**src/rtl/mei_pkg.sv**
```systemverilog
// Shared types and constants for the modular exponentiation / inverse unit.
package mei_pkg;
    localparam logic [30:0] MODULUS_RESET = 31'd998244353;

    typedef enum logic [5:0] {
        ST_IDLE   = 6'b000001,
        ST_REDUCE = 6'b000010,
        ST_SQUARE = 6'b000100,
        ST_MULT   = 6'b001000,
        ST_WAIT   = 6'b010000,
        ST_DONE   = 6'b100000
    } mei_state_t;
endpackage

```
**src/rtl/modular_exponentiation_inverse_unit.sv**
```systemverilog
// Top level of the modular exponentiation / Fermat inverse unit.
// Usage: s_ channel carries one request word: tdata = {exponent, base} (base low),
// tuser = req_type (1 = inverse, exponent ignored). m_ channel returns one word per
// request: tdata = result (31 bits, zero padded), tuser = no_inverse.
// cfg_we/cfg_wdata write the modulus; write only while idle. Reset gives 998244353.
// Sequence from input accept to m_axis_tvalid: one base reduction, then per
// exponent bit one square and, for set bits, one multiply, then the result is
// registered for output. Every step is a product on the bit-serial multiplier.
// Inverse: power with exponent modulus - 2; a zero base gives no_inverse.
// Modulus below two: result zero, no_inverse set for an inverse request.
// One request in flight; s_axis_tready stays low from accept until the output word is
// taken, so a new word is accepted at the earliest in the cycle after that.
// A stalled receiver holds the output word and blocks new input.
// Reset clears control state and restores the modulus.
module modular_exponentiation_inverse_unit #(
    parameter int EXP_BITS = 32,
    parameter int MOD_BITS = 31
) (
    input  logic        aclk,
    input  logic        aresetn,
    input  logic        cfg_we,
    input  logic [30:0] cfg_wdata,
    input  logic        s_axis_tvalid,
    output logic        s_axis_tready,
    input  logic [63:0] s_axis_tdata,  // base[31:0], exponent[63:32]
    input  logic        s_axis_tuser,  // req_type
    output logic        m_axis_tvalid,
    input  logic        m_axis_tready,
    output logic [31:0] m_axis_tdata,  // result[30:0], zero[31]
    output logic        m_axis_tuser   // no_inverse
);
    import mei_pkg::*;

    logic [MOD_BITS-1:0] mod_reg;
    logic [MOD_BITS-1:0] res;

    always_ff @(posedge aclk) begin
        if (!aresetn) mod_reg <= MODULUS_RESET[MOD_BITS-1:0];
        else if (cfg_we) mod_reg <= cfg_wdata[MOD_BITS-1:0];
    end

    mei_ctrl #(.EXP_BITS(EXP_BITS), .MOD_BITS(MOD_BITS)) u_ctrl (
        .aclk(aclk), .aresetn(aresetn),
        .in_valid(s_axis_tvalid), .in_ready(s_axis_tready),
        .req_type(s_axis_tuser), .base(s_axis_tdata[31:0]),
        .exponent(s_axis_tdata[63:32]), .modulus(mod_reg),
        .out_valid(m_axis_tvalid), .out_ready(m_axis_tready),
        .result(res), .no_inverse(m_axis_tuser)
    );

    assign m_axis_tdata = {{(32-MOD_BITS){1'b0}}, res};
endmodule

```
**src/rtl/mei_modmul.sv**
```systemverilog
// Bit-serial modular multiplier: p = a * b mod m, one multiplier bit per cycle, msb first.
module mei_modmul #(
    parameter int MOD_BITS = 31,
    parameter int B_BITS   = 32
) (
    input  logic                aclk,
    input  logic                aresetn,
    input  logic                start,
    input  logic [MOD_BITS-1:0] a,
    input  logic [B_BITS-1:0]   b,
    input  logic [MOD_BITS-1:0] m,
    output logic                busy,
    output logic                done,
    output logic [MOD_BITS-1:0] p
);
    import mei_pkg::*;

    localparam int CW = $clog2(B_BITS + 1);

    logic [MOD_BITS-1:0] acc_reg;
    logic [B_BITS-1:0]   b_reg;
    logic [CW-1:0]       cnt_reg;
    logic                busy_reg;
    logic                done_reg;
    logic [MOD_BITS+1:0] dbl;
    logic [MOD_BITS+1:0] d1;
    logic [MOD_BITS+1:0] ad;
    logic [MOD_BITS+1:0] acc_next;

    // acc < m, a < m: 2acc-m once, then +a-m once keeps it below m
    always_comb begin
        dbl = {1'b0, acc_reg, 1'b0};
        d1  = (dbl >= {2'b00, m}) ? dbl - {2'b00, m} : dbl;
        ad  = b_reg[B_BITS-1] ? d1 + {2'b00, a} : d1;
        acc_next = (ad >= {2'b00, m}) ? ad - {2'b00, m} : ad;
    end

    always_ff @(posedge aclk) begin
        if (!aresetn) begin
            busy_reg <= 1'b0;
            done_reg <= 1'b0;
            cnt_reg  <= '0;
        end else begin
            done_reg <= 1'b0;
            if (start) begin
                busy_reg <= 1'b1;
                cnt_reg  <= CW'(B_BITS);
            end else if (busy_reg) begin
                cnt_reg <= cnt_reg - 1'b1;
                if (cnt_reg == CW'(1)) begin
                    busy_reg <= 1'b0;
                    done_reg <= 1'b1;
                end
            end
        end
    end

    always_ff @(posedge aclk) begin
        if (start) begin
            acc_reg <= '0;
            b_reg   <= b;
        end else if (busy_reg) begin
            acc_reg <= acc_next[MOD_BITS-1:0];
            b_reg   <= {b_reg[B_BITS-2:0], 1'b0};
        end
    end

    assign busy = busy_reg;
    assign done = done_reg;
    assign p    = acc_reg;
endmodule

```
**src/rtl/mei_ctrl.sv**
```systemverilog
// Square-and-multiply sequencer driving the shared modular multiplier.
module mei_ctrl #(
    parameter int EXP_BITS = 32,
    parameter int MOD_BITS = 31
) (
    input  logic                aclk,
    input  logic                aresetn,
    input  logic                in_valid,
    output logic                in_ready,
    input  logic                req_type,
    input  logic [31:0]         base,
    input  logic [31:0]         exponent,
    input  logic [MOD_BITS-1:0] modulus,
    output logic                out_valid,
    input  logic                out_ready,
    output logic [MOD_BITS-1:0] result,
    output logic                no_inverse
);
    import mei_pkg::*;

    localparam int EU = (EXP_BITS < 32) ? EXP_BITS : 32;
    localparam int EW = (EU > MOD_BITS) ? EU : MOD_BITS;
    localparam int CW = $clog2(EW + 1);

    mei_state_t          state_reg;
    logic [EW-1:0]       exp_reg;
    logic [CW-1:0]       cnt_reg;
    logic [MOD_BITS-1:0] acc_reg;
    logic [MOD_BITS-1:0] b_reg;
    logic [MOD_BITS-1:0] m_reg;
    logic                inv_reg;
    logic [MOD_BITS-1:0] res_reg;
    logic                flag_reg;
    logic                oval_reg;
    logic [31:0]         raw_reg;

    logic                mul_start;
    logic                mul_busy;
    logic                mul_done;
    logic [MOD_BITS-1:0] mul_a;
    logic [31:0]         mul_b;
    logic [MOD_BITS-1:0] mul_p;
    logic                red_reg;

    // reduction of the raw base: 1 * base mod m through the same unit
    always_comb begin
        mul_a = acc_reg;
        mul_b = {{(32-MOD_BITS){1'b0}}, acc_reg};
        if (red_reg) begin
            mul_a = MOD_BITS'(1);
            mul_b = raw_reg;
        end else if (state_reg == ST_MULT) begin
            mul_b = {{(32-MOD_BITS){1'b0}}, b_reg};
        end
    end

    mei_modmul #(.MOD_BITS(MOD_BITS), .B_BITS(32)) u_mul (
        .aclk(aclk), .aresetn(aresetn), .start(mul_start),
        .a(mul_a), .b(mul_b), .m(m_reg),
        .busy(mul_busy), .done(mul_done), .p(mul_p)
    );

    assign in_ready = (state_reg == ST_IDLE) && !oval_reg;
    logic accept;
    assign accept = in_valid && in_ready;

    // exponent is aligned to its top bit at EW; when EW > used width, pre-shift
    always_ff @(posedge aclk) begin
        if (!aresetn) begin
            state_reg <= ST_IDLE;
            oval_reg  <= 1'b0;
            mul_start <= 1'b0;
            red_reg   <= 1'b0;
        end else begin
            mul_start <= 1'b0;
            if (oval_reg && out_ready) oval_reg <= 1'b0;
            unique case (state_reg)
                ST_IDLE: begin
                    if (accept) begin
                        inv_reg <= req_type;
                        raw_reg <= base;
                        m_reg   <= modulus;
                        exp_reg <= EW'(exponent[EU-1:0]) << (EW - EU);
                        cnt_reg <= CW'(EU);
                        if (modulus < MOD_BITS'(2)) begin
                            res_reg  <= '0;
                            flag_reg <= req_type;
                            state_reg <= ST_DONE;
                        end else begin
                            red_reg   <= 1'b1;
                            mul_start <= 1'b1;
                            state_reg <= ST_REDUCE;
                        end
                    end
                end
                ST_REDUCE: begin
                    if (mul_done) begin
                        red_reg  <= 1'b0;
                        b_reg    <= mul_p;
                        acc_reg  <= MOD_BITS'(1);
                        flag_reg <= 1'b0;
                        if (inv_reg) begin
                            exp_reg <= EW'(m_reg - MOD_BITS'(2)) << (EW - MOD_BITS);
                            cnt_reg <= CW'(MOD_BITS);
                        end
                        if (inv_reg && mul_p == '0) begin
                            res_reg  <= '0;
                            flag_reg <= 1'b1;
                            state_reg <= ST_DONE;
                        end else begin
                            state_reg <= ST_WAIT;
                        end
                    end
                end
                ST_WAIT: begin
                    if (cnt_reg == '0) begin
                        res_reg   <= acc_reg;
                        state_reg <= ST_DONE;
                    end else if (!mul_busy) begin
                        mul_start <= 1'b1;
                        state_reg <= ST_SQUARE;
                    end
                end
                ST_SQUARE: begin
                    if (mul_done) begin
                        acc_reg <= mul_p;
                        if (exp_reg[EW-1] && cnt_reg != '0) begin
                            mul_start <= 1'b1;
                            state_reg <= ST_MULT;
                        end else begin
                            exp_reg   <= exp_reg << 1;
                            cnt_reg   <= cnt_reg - 1'b1;
                            state_reg <= ST_WAIT;
                        end
                    end
                end
                ST_MULT: begin
                    if (mul_done) begin
                        acc_reg   <= mul_p;
                        exp_reg   <= exp_reg << 1;
                        cnt_reg   <= cnt_reg - 1'b1;
                        state_reg <= ST_WAIT;
                    end
                end
                ST_DONE: begin
                    if (!oval_reg) begin
                        oval_reg  <= 1'b1;
                        result    <= res_reg;
                        no_inverse <= flag_reg;
                        state_reg <= ST_IDLE;
                    end
                end
                default: state_reg <= ST_IDLE;
            endcase
        end
    end

    assign out_valid = oval_reg;
endmodule

```
**config.mk**
```make
export PLATFORM = sky130hd
export DESIGN_NAME = modular_exponentiation_inverse_unit
export DESIGN_NICKNAME = d
export VERILOG_FILES = /design/src/rtl/mei_pkg.sv /design/src/rtl/modular_exponentiation_inverse_unit.sv /design/src/rtl/mei_modmul.sv /design/src/rtl/mei_ctrl.sv
export SDC_FILE = /design/constraint.sdc
export NUM_CORES = 1
export LEC_CHECK = 0
export BUFFER_PORTS_ARGS = -buffer_cell sky130_fd_sc_hd__buf_2
export CAP_MARGIN = 20
export CORE_MARGIN = 5
export CORE_UTILIZATION = 35
export DETAILED_ROUTE_END_ITERATION = 6
export GPL_ROUTABILITY_DRIVEN = 0
export PLACE_DENSITY_LB_ADDON = 0.12
export SETUP_SLACK_MARGIN = 0.02
export SLEW_MARGIN = 20
export SYNTH_ARGS = -nofsm -noshare
export SYNTH_HDL_FRONTEND = slang
export SYNTH_SLANG_ARGS = --single-unit
```
**constraint.sdc**
```tcl
create_clock -name aclk -period 21.6 [get_ports aclk]
set_input_delay 4.32 -clock aclk [delete_from_list [all_inputs] [get_ports aclk]]
set_output_delay 4.32 -clock aclk [all_outputs]
set_load 0.01 [all_outputs]
```
==> flow_metrics.tcl <==
set metrics [dict create \
    status "complete, no violations" \
    worst-setup-path-type "flop to flop" \
    num_rows 86 \
    drive_gt1_share_pct 14.5 \
    synthFlopType "edfxtp_1" \
    grt_pass1_wl_um 86800 \
    hold_path_end "u_ctrl.result[2]" \
    p_sw_share_pct 44.6 \
    drtIter0Drc 935 \
    syn_to_final_growth_pct 13.9 \
    die_area_mm2 0.0610 \
    fin_crit_sh_pct 40.5 \
    worst_setup_path_end_kind "flop" \
    startpoint_type "flop" \
    power.share.clock_pct 17.8 \
    cp.arrival_ps 9190 \
    synth_cell_types 82 \
    cts_setup_buffers 0 \
    reg2reg_slack_ps 12850 \
    syn_inst 1904 \
    tns_ps 0 \
    final_cell_mix "260 x edfxtp_1, 173 x nand2_1, 134 x buf_2, 119 x o21ai_0, 115 x nor2_1" \
    fmax_mhz 114 \
    relSlewSlack_pct 33.5 \
    coreArea_mm2 0.0553 \
    p_seq_share_pct 26.8 \
    dr_total_vias 14900 \
    crit_path_top_delay_cell "a2111oi_0" \
    clkSinkCount 339 \
    async_flop_share_pct 0 \
    routedWlPerCell_um 20.1 \
    dpl_cell_area_mm2 0.0211 \
    critPathLaunch "u_ctrl.m_reg[26]" \
    p_per_area_mw_per_mm2 164 \
    rsz0062_at_grt "false" \
    clkLatencyLatePin_ps 570 \
    synth_seq_cells 339 \
    cts_inserted_buffers 41 \
    maxSlewViolCount 0 \
    synth_edf_count 260 \
    cts_hold_buf 0 \
    cts_buffer_depth 3 \
    hold_ws_ps 415 \
    layout_commonest_cell "edfxtp_1" \
    p_leak_nw 8.77 \
    htreeDepth 2 \
    worstPathRequired_ps 22050 \
    portBuffers 134 \
    path_max_fanout 38 \
    layout_min_cycle_time_ps 8750 \
    yosysWarnings 0 \
    dp.final_hpwl_um 41800 \
    cts_root_buf "clkbuf_16" \
    hold_violations 0 \
    cpPeakStageDelay_ps 530 \
    cts_tree "yes" \
    track_usage_pct 18.1 \
    p_sw_mw 1.64 \
    wl_um 56200 \
    yosysSeqAreaShare_pct 47.8 \
    drc_errors 0 \
    max_cap_viol_count 0 \
    dieHeight_um 247 \
    grt_max_degree 95 \
    p_comb_share_pct 55.4 \
    dieWidth_um 247 \
    drtPass1Iterations 5 \
    hold_class "flop to flop" \
    finalSetupViolations 0 \
    grt.overflow.total 0 \
    rr_startpoint "u_ctrl.m_reg[26]" \
    hold_start "u_ctrl.res_reg[2]" \
    synthesis.area_mm2 0.0196 \
    initial_utilization_pct 35.5 \
    synthesis.nets 2106 \
    ant_nets 0 \
    nNetsFinal 2219 \
    first_global_vias 14700 \
    ios 136 \
    whs_path_depth 0 \
    critPathTopFamily "compound AO/OA/AOI/OAI gates" \
    worstMarginPinSlew_ps 998 \
    path_buf_inv 4 \
    p_int_mw 2.04 \
    crit_cells 33 \
    max-vdd-ir-drop_uv 78.6 \
    skew_ps 18.1 \
    path_clk_slew_ps 60 \
    cts_resized 0 \
    final_area_mm2 0.0224 \
    r2r.worst_path.cells 33 \
    avgSynthCellArea_um2 10.3 \
    viasPerCell 5.33 \
    grt_antenna_before_repair 0 \
    rr_endpoint "u_ctrl.u_mul.p[0]" \
]
==> layout make-up <==
cell class | count | area [µm²]
fill | 5477 | 32900
antenna | 1 | 2.50
tap | 748 | 936
timing repair buffer | 156 | 836
clock buffer | 60 | 1150
multi-input combinational | 1402 | 9650
sequential | 339 | 9390
clock inverter | 15 | 113
inverter | 77 | 289
==> Yosys cell counts, types with 5 or more instances <==
library cell / count / share of area [%]
a22oi_1: 30 / 1.1
o31ai_1: 10 / 0.38
buf_2: 15 / 0.38
mux2_2: 55 / 3.2
nand3_1: 35 / 0.89
o21bai_1: 9 / 0.34
nor4_1: 24 / 0.76
dfxtp_1: 79 / 8.1
nand2b_1: 15 / 0.48
nand2_1: 173 / 3.3
nor3_1: 34 / 0.87
nand3b_1: 6 / 0.23
o221ai_1: 6 / 0.27
xnor2_1: 84 / 3.7
ha_1: 98 / 6.2
o211ai_1: 10 / 0.38
mux2i_1: 73 / 3.7
a21o_1: 32 / 1.2
o21a_1: 20 / 0.76
or3_1: 8 / 0.25
nor2_1: 121 / 2.3
and3_1: 9 / 0.29
a311o_1: 5 / 0.25
a221o_1: 9 / 0.46
clkbuf_1: 62 / 1.2
buf_1: 6 / 0.11
edfxtp_1: 260 / 40
o21ai_1: 14 / 0.36
and2_1: 67 / 2.1
inv_1: 74 / 1.4
o21ai_0: 119 / 3.0
xor2_1: 30 / 1.3
nand4_1: 22 / 0.70
or2_2: 5 / 0.16
nor2b_1: 65 / 2.1
a311oi_1: 9 / 0.40
a21oi_1: 106 / 2.7
a211oi_1: 22 / 0.84
==> power by group through the flow <==
stage | clock network (mW) | logic (mW) | registers (mW)
global route | 0.703 | 2.23 | 0.996
CTS | 0.678 | 2.01 | 0.982
finish | 0.655 | 2.04 | 0.983
global placement | 0 | 1.99 | 0.992
floorplan | 0 | 1.52 | 0.947
detailed placement | 0 | 2.00 | 0.994
==> layer usage <==
metal  up-vias  share of wire [%]  track usage [%]
met4         0                2.3             4.55
met2       423                 44             28.2
li1       7256                  -                -
met3        79                6.2             3.39
met5         -                  0                0
met1      7143                 48             26.0
==> through the flow <==
step | util, % | setup slack (ps) | cells | total power, mW
detailed placement | 38.1 | 13030 | 2722 | 2.99
global placement | 38.1 | 13180 | 2722 | 2.98
finish | 40.4 | 12850 | 2798 | 3.67
global route | 40.4 | 12300 | 2797 | 3.93
floorplan | - | 13460 | 1904 | 2.47
CTS | 40.4 | 12940 | 2797 | 3.67
==> worst reg2reg max path: cells and delay by family (launching register included) <==
kind                       cells  cell delay, ps
AOI/OAI and AO/OA             16            4490
muxes                          1             320
DFF                            1             350
buffers and inverters          4            1030
xor gates and xnor gates       1             130
adders and majority gates      3            1000
and+or+nand+nor                8            1310
==> worst max-delay path by stage <==
| stage | to | slack [ps] |
|---|---|---|
| after floorplan | u_ctrl.cnt_reg[0] | 13460 |
| after global placement | u_ctrl.u_mul.p[2] | 13180 |
| after detailed placement | u_ctrl.u_mul.p[2] | 13030 |
| after CTS | u_ctrl.u_mul.p[2] | 12940 |
| after global routing | u_ctrl.u_mul.p[2] | 12300 |
| final | u_ctrl.u_mul.p[0] | 12850 |
==> cells by family (layout without fill, tap and decap cells) <==
group	Yosys count	count (layout)	synth area share (%)
adders and majority gates	101	101	6.55
buffers and inverters	163	308	3.31
and+or+nand+nor	606	606	15.5
DFF	339	339	47.8
other	1	2	0.0191
xor gates and xnor gates	114	114	5.08
muxes	129	129	6.93
AOI/OAI and AO/OA	451	451	14.9
(Power assumes the default switching activity.)
